==> config.mk <==
export PLATFORM = sky130hd
export DESIGN_NAME = pmg_prep
export DESIGN_NICKNAME = d
export VERILOG_FILES = /design/src/hw/rtl/pmg_pkg.sv /design/src/hw/rtl/pmg_prep.sv
export SDC_FILE = /design/constraint.sdc
export NUM_CORES = 2
export LEC_CHECK = 0
export BUFFER_PORTS_ARGS = -buffer_cell sky130_fd_sc_hd__buf_4
export CORE_UTILIZATION = 62
export CTS_CLUSTER_SIZE = 40
export DETAILED_ROUTE_END_ITERATION = 6
export PLACE_DENSITY = 0.81
export SYNTH_ARGS = -nofsm -noshare
export SYNTH_HDL_FRONTEND = slang
export SYNTH_SLANG_ARGS = --single-unit
==> constraint.sdc <==
create_clock -name clk -period 10.08 [get_ports clk]
set_input_delay 1.512 -clock clk [delete_from_list [all_inputs] [get_ports clk]]
set_output_delay 1.512 -clock clk [all_outputs]
set_load 0.05 [all_outputs]
==> src/hw/rtl/pmg_pkg.sv <==
`timescale 1ns / 1ps
// ----------------------------------------------------------------------------
// pmg_pkg: shared types and constants of the projection matrix generator
// Divider operand layout, operation and status codes, magnitude helper.
// ----------------------------------------------------------------------------
package pmg_pkg;

	// Divider widths: numerator magnitude and denominator magnitude
	localparam int NUM_W = 64;
	localparam int DEN_W = 33;
	localparam int N_ENTRIES = 6;

	// Operation codes
	localparam logic OP_FRUSTUM = 1'b0;
	localparam logic OP_ORTHO = 1'b1;

	// Status codes
	localparam logic [1:0] ST_OK = 2'd0;
	localparam logic [1:0] ST_INVALID = 2'd1;
	localparam logic [1:0] ST_SAT = 2'd2;

	// One division: magnitudes plus the sign of the final quotient
	typedef struct packed {
		logic [NUM_W-1:0] num;
		logic [DEN_W-1:0] den;
		logic neg;
	} div_op_t;

	// Magnitude of a 33-bit signed value (fits 33 bits unsigned)
	function automatic logic [DEN_W-1:0] abs33(input logic signed [DEN_W-1:0] v);
		logic [DEN_W-1:0] r;
		r = v[DEN_W-1] ? DEN_W'(-v) : DEN_W'(v);
		return r;
	endfunction

endpackage

==> src/hw/rtl/pmg_prep.sv <==
`timescale 1ns / 1ps
// ----------------------------------------------------------------------------
// pmg_prep: operand preparation
// Stage 1 forms extents, sums, n*f and validity; stage 2 forms the six
// numerator/denominator magnitudes and quotient signs.
// ----------------------------------------------------------------------------
module pmg_prep #(
	parameter int FRAC_BITS = 16
) (
	input  logic clk,
	input  logic en,
	input  logic opcode,
	input  logic signed [31:0] left_edge,
	input  logic signed [31:0] right_edge,
	input  logic signed [31:0] bottom_edge,
	input  logic signed [31:0] top_edge,
	input  logic signed [31:0] near_dist,
	input  logic signed [31:0] far_dist,
	output pmg_pkg::div_op_t ops [pmg_pkg::N_ENTRIES],
	output logic invalid
);

	logic signed [32:0] dx, dy, dz, sx, sy, sz;
	logic bad;

	logic op_s1, bad_s1;
	logic signed [32:0] dx_s1, dy_s1, dz_s1, sx_s1, sy_s1, sz_s1;
	logic signed [31:0] n_s1;
	logic signed [63:0] prod_s1;

	// Extents and sums at 33 bits
	assign dx = {right_edge[31], right_edge} - {left_edge[31], left_edge};
	assign dy = {top_edge[31], top_edge} - {bottom_edge[31], bottom_edge};
	assign dz = {far_dist[31], far_dist} - {near_dist[31], near_dist};
	assign sx = {right_edge[31], right_edge} + {left_edge[31], left_edge};
	assign sy = {top_edge[31], top_edge} + {bottom_edge[31], bottom_edge};
	assign sz = {far_dist[31], far_dist} + {near_dist[31], near_dist};

	// Volume check
	always_comb begin
		if (opcode == pmg_pkg::OP_FRUSTUM) begin
			bad = near_dist[31] || (near_dist == 32'sd0) || far_dist[31] ||
				(far_dist == 32'sd0) || dx[32] || (dx == 33'sd0) ||
				dy[32] || (dy == 33'sd0) || dz[32] || (dz == 33'sd0);
		end else begin
			bad = (dx == 33'sd0) || (dy == 33'sd0) || (dz == 33'sd0);
		end
	end

	// Stage 1
	always_ff @(posedge clk) begin
		if (en) begin
			op_s1   <= opcode;
			bad_s1  <= bad;
			dx_s1   <= dx;
			dy_s1   <= dy;
			dz_s1   <= dz;
			sx_s1   <= sx;
			sy_s1   <= sy;
			sz_s1   <= sz;
			n_s1    <= near_dist;
			prod_s1 <= near_dist * far_dist;
		end
	end

	// Stage 2 operands
	logic [31:0] n_mag;
	logic signed [64:0] p2;
	logic [63:0] p2_mag, n2_num, c_num, sx_num, sy_num, sz_num;
	logic [32:0] dx_mag, dy_mag, dz_mag;
	pmg_pkg::div_op_t op_c [pmg_pkg::N_ENTRIES];

	always_comb begin
		n_mag  = n_s1[31] ? 32'(-n_s1) : 32'(n_s1);
		p2     = {prod_s1, 1'b0};
		p2_mag = p2[64] ? 64'(-p2) : 64'(p2);
		n2_num = 64'(n_mag) << (FRAC_BITS + 1);
		c_num  = 64'd1 << (2 * FRAC_BITS + 1);
		sx_num = 64'(pmg_pkg::abs33(sx_s1)) << FRAC_BITS;
		sy_num = 64'(pmg_pkg::abs33(sy_s1)) << FRAC_BITS;
		sz_num = 64'(pmg_pkg::abs33(sz_s1)) << FRAC_BITS;
		dx_mag = pmg_pkg::abs33(dx_s1);
		dy_mag = pmg_pkg::abs33(dy_s1);
		dz_mag = pmg_pkg::abs33(dz_s1);
		if (op_s1 == pmg_pkg::OP_FRUSTUM) begin
			op_c[0] = '{num: n2_num, den: dx_mag, neg: n_s1[31] ^ dx_s1[32]};
			op_c[1] = '{num: n2_num, den: dy_mag, neg: n_s1[31] ^ dy_s1[32]};
			op_c[2] = '{num: sx_num, den: dx_mag, neg: sx_s1[32] ^ dx_s1[32]};
			op_c[3] = '{num: sy_num, den: dy_mag, neg: sy_s1[32] ^ dy_s1[32]};
			op_c[4] = '{num: sz_num, den: dz_mag, neg: sz_s1[32] ^ dz_s1[32]};
			op_c[5] = '{num: p2_mag, den: dz_mag, neg: !(p2[64] ^ dz_s1[32])};
		end else begin
			op_c[0] = '{num: c_num, den: dx_mag, neg: dx_s1[32]};
			op_c[1] = '{num: c_num, den: dy_mag, neg: dy_s1[32]};
			op_c[2] = '{num: sx_num, den: dx_mag, neg: !(sx_s1[32] ^ dx_s1[32])};
			op_c[3] = '{num: sy_num, den: dy_mag, neg: !(sy_s1[32] ^ dy_s1[32])};
			op_c[4] = '{num: c_num, den: dz_mag, neg: !dz_s1[32]};
			op_c[5] = '{num: sz_num, den: dz_mag, neg: !(sz_s1[32] ^ dz_s1[32])};
		end
	end

	// Stage 2
	always_ff @(posedge clk) begin
		if (en) begin
			ops     <= op_c;
			invalid <= bad_s1;
		end
	end

endmodule

==> impl_metrics.env <==
export IMPL_critPathKind="in2reg"
export IMPL_post_dp_hpwl_um=191000
export IMPL_drtPass1Iterations=6
export IMPL_finalClockSkew_ns=0.0503
export IMPL_reg2reg_from="prod_s1[3]$_DFFE_PP_"
export IMPL_grt_usage=0.401
export IMPL_clk_pin_slew_ns=0.06
export IMPL_port_buffers=625
export IMPL_drv_slew=0
export IMPL_end_kind="register"
export IMPL_crit_family="adder cells"
export IMPL_drcViolationCount=0
export IMPL_cts_tree="built"
export IMPL_cts_root_buf="clkbuf_16"
export IMPL_grt_pass1_wl_um=345000
export IMPL_final_cell_mix="inv_1, fa_1, buf_4"
export IMPL_hold_depth=1
export IMPL_vias_per_cell=5.98
export IMPL_worst_slew_pin_slew_ns=1.31
export IMPL_die_h_um=343
export IMPL_synth_compound_area_frac=0.0766
export IMPL_syn_area_per_cell_um2=9.99
export IMPL_fin_nets=9199
export IMPL_syn_instance_count=7214
export IMPL_path_common_cell="fa_1"
export IMPL_reg2reg_to="ops[97]$_SDFFCE_PP0P_"
export IMPL_ios=784
export IMPL_ys_flop_type="edfxtp_1"
export IMPL_clk_path_buf_depth=3
export IMPL_dieWidth_um=343
export IMPL_finalSetupViolCount=0
export IMPL_synth_top_family_by_area="adder cells"
export IMPL_fmax_ghz=0.106
export IMPL_cap_violations=0
export IMPL_fillCellCount=8869
export IMPL_ys_types=80
export IMPL_hold_violations=0
export IMPL_synth_fa_ha_area_frac=0.369
export IMPL_drtIter0Drc=5734
export IMPL_globalplace_congestion=1.03
export IMPL_hold_path_class="reg2reg"
export IMPL_crit_arrival_ns=9.84
export IMPL_grt_overflow=0
export IMPL_status="complete, no violations"
export IMPL_vias=54600
export IMPL_synth_simple_area_share=0.137
export IMPL_syn_area_mm2=0.0721
export IMPL_start_kind="input port"
export IMPL_synth_xor_area_frac=0.0611
export IMPL_drive_gt1_frac=0.110
export IMPL_crit_slowest_cell="a211oi_1"
export IMPL_ys_warnings_count=0
export IMPL_rsz0062_at_grt="false"
export IMPL_muxShareOfSynthArea=0.00170
export IMPL_dieArea_mm2=0.118
export IMPL_wire_per_inst_um=25.8
export IMPL_setup_tns_final_ns=0
export IMPL_synth_edff_count=591
export IMPL_hold_buffers=0
export IMPL_fin_crit_sh=0.933
export IMPL_numCtsBuffers=61
export IMPL_hold_path_end="ops[521]$_DFFE_PP_"
export IMPL_rr_worst_depth=12
export IMPL_core_area_mm2=0.115
export IMPL_final_util=0.685
export IMPL_initial_core_util=0.628
export IMPL_rrSetupSlack_ns=5.16
export IMPL_htree_num_levels=2
export IMPL_row_count=124
export IMPL_grt_pass1_vias=55200
export IMPL_ys_seq_area_frac=0.246
export IMPL_hp_start="dx_s1[30]$_DFFE_PP_"
export IMPL_antenna_found_initial=36
export IMPL_worstSkewPairLatency_ns=0.68
export IMPL_cts_num_sinks=591
export IMPL_cts_resized=0
export IMPL_mostFrequentLayoutCell="inv_1"
export IMPL_grt_max_degree=116
export IMPL_ys_seq_elements=591
export IMPL_cts_setup_buffers=0
export IMPL_period_needed_ns=9.41
export IMPL_areaGrowthSynthToFinish_pct=9.06
export IMPL_synthArstFlopShare=0
export IMPL_slew_headroom=0.124
export IMPL_crit_buf_inv=7
export IMPL_worst_path_largest_cell_delay_ns=0.55
export IMPL_drtAntennaViolNets=0
export IMPL_crit_fanout=34
export IMPL_routed_wl_um=235000
export IMPL_worstPathRequired_ns=10.51
-- worst max path at each step --
stage,from,cells past startpoint,slack (ns),endpoint
floorplan,near_dist[9],29,1.04,prod_s1[63]$_DFFE_PP_
finish,far_dist[4],29,0.67,prod_s1[63]$_DFFE_PP_
global route,far_dist[0],31,0.48,prod_s1[63]$_DFFE_PP_
detailed placement,far_dist[6],31,0.24,prod_s1[63]$_DFFE_PP_
CTS,far_dist[6],31,0.93,prod_s1[63]$_DFFE_PP_
global placement,near_dist[12],29,0.41,prod_s1[63]$_DFFE_PP_
-- cells by family after synthesis --
group,Yosys count
and+or+nand+nor,1983
other,1
buffers and inverters,1783
DFF,591
adders and majority gates,1472
muxes,12
xor gates and xnor gates,503
AOI/OAI and AO/OA,869
-- layout make-up --
class / instances / area (µm²) / share of cell area
multi-input cells: 4997 / 47100 / 0.599
flip-flops and latches: 591 / 17700 / 0.226
repair buffers: 708 / 5340 / 0.0679
inverters: 1173 / 4400 / 0.0560
well taps: 1512 / 1890 / 0.0241
clock buffers: 71 / 1560 / 0.0199
clock inverters: 43 / 464 / 0.00591
diodes: 30 / 75.1 / 0.000955
-- stage by stage --
stage	setup WS, ns	cells	instance area, µm²	hold WS, ns
after floorplan	1.04	7371	72700	0.400
after global placement	0.413	8981	76500	0.557
after detailed placement	0.244	8981	76500	0.561
after CTS	0.932	9095	78500	0.577
after global routing	0.479	9108	78600	0.583
final	0.674	9125	78600	0.572
-- cell usage after synthesis (7+ instances only) --
library cell / count / area share
and2_1: 455 / 0.039
inv_1: 1172 / 0.061
o21ai_0: 215 / 0.015
a311oi_1: 8 / 0.00097
nor4_1: 47 / 0.0041
or4_1: 74 / 0.0077
o211ai_1: 18 / 0.0019
nand2_1: 658 / 0.034
nand3_1: 43 / 0.0030
nand2b_1: 52 / 0.0045
clkbuf_1: 309 / 0.016
nor4b_1: 10 / 0.0012
nor2b_1: 39 / 0.0034
o31a_1: 9 / 0.0011
buf_1: 8 / 0.00042
mux2i_1: 10 / 0.0014
or3_1: 46 / 0.0040
fa_1: 1088 / 0.30
buf_4: 291 / 0.030
nand4b_1: 7 / 0.00085
edfxtp_1: 591 / 0.25
nor3_1: 58 / 0.0040
nor2_1: 395 / 0.021
xor2_1: 137 / 0.017
o31ai_1: 85 / 0.0089
o41ai_1: 37 / 0.0045
a21o_1: 56 / 0.0058
a21oi_1: 237 / 0.016
a21boi_0: 7 / 0.00073
or2_2: 16 / 0.0014
a211oi_1: 15 / 0.0016
o22ai_1: 7 / 0.00061
o21bai_1: 48 / 0.0050
and3_1: 19 / 0.0016
o311ai_0: 7 / 0.00085
o21a_1: 22 / 0.0023
ha_1: 384 / 0.067
nand4_1: 26 / 0.0023
nand3b_1: 12 / 0.0013
xnor2_1: 366 / 0.044
a2111oi_0: 7 / 0.00085
a31oi_1: 34 / 0.0030
-- routing by layer --
layer	wire, µm	track usage	vias up
li1	-	-	23200
met1	80300	0.490	27200
met2	110000	0.633	3240
met3	25600	0.0933	840
met4	19200	0.282	16
met5	115	0	-
-- sequential cells by signal (all words and copies together), names as in the netlist --
name and cells:
sz_s1 32, ops 297, dz_s1 33, invalid 1
dy_s1 33, sy_s1 32, bad_s1 1, dx_s1 33
op_s1 1, n_s1 32, prod_s1 64, sx_s1 32
Power is not shown: default switching activity piles up to over one toggle a cycle in this logic, so the estimate is an artifact.
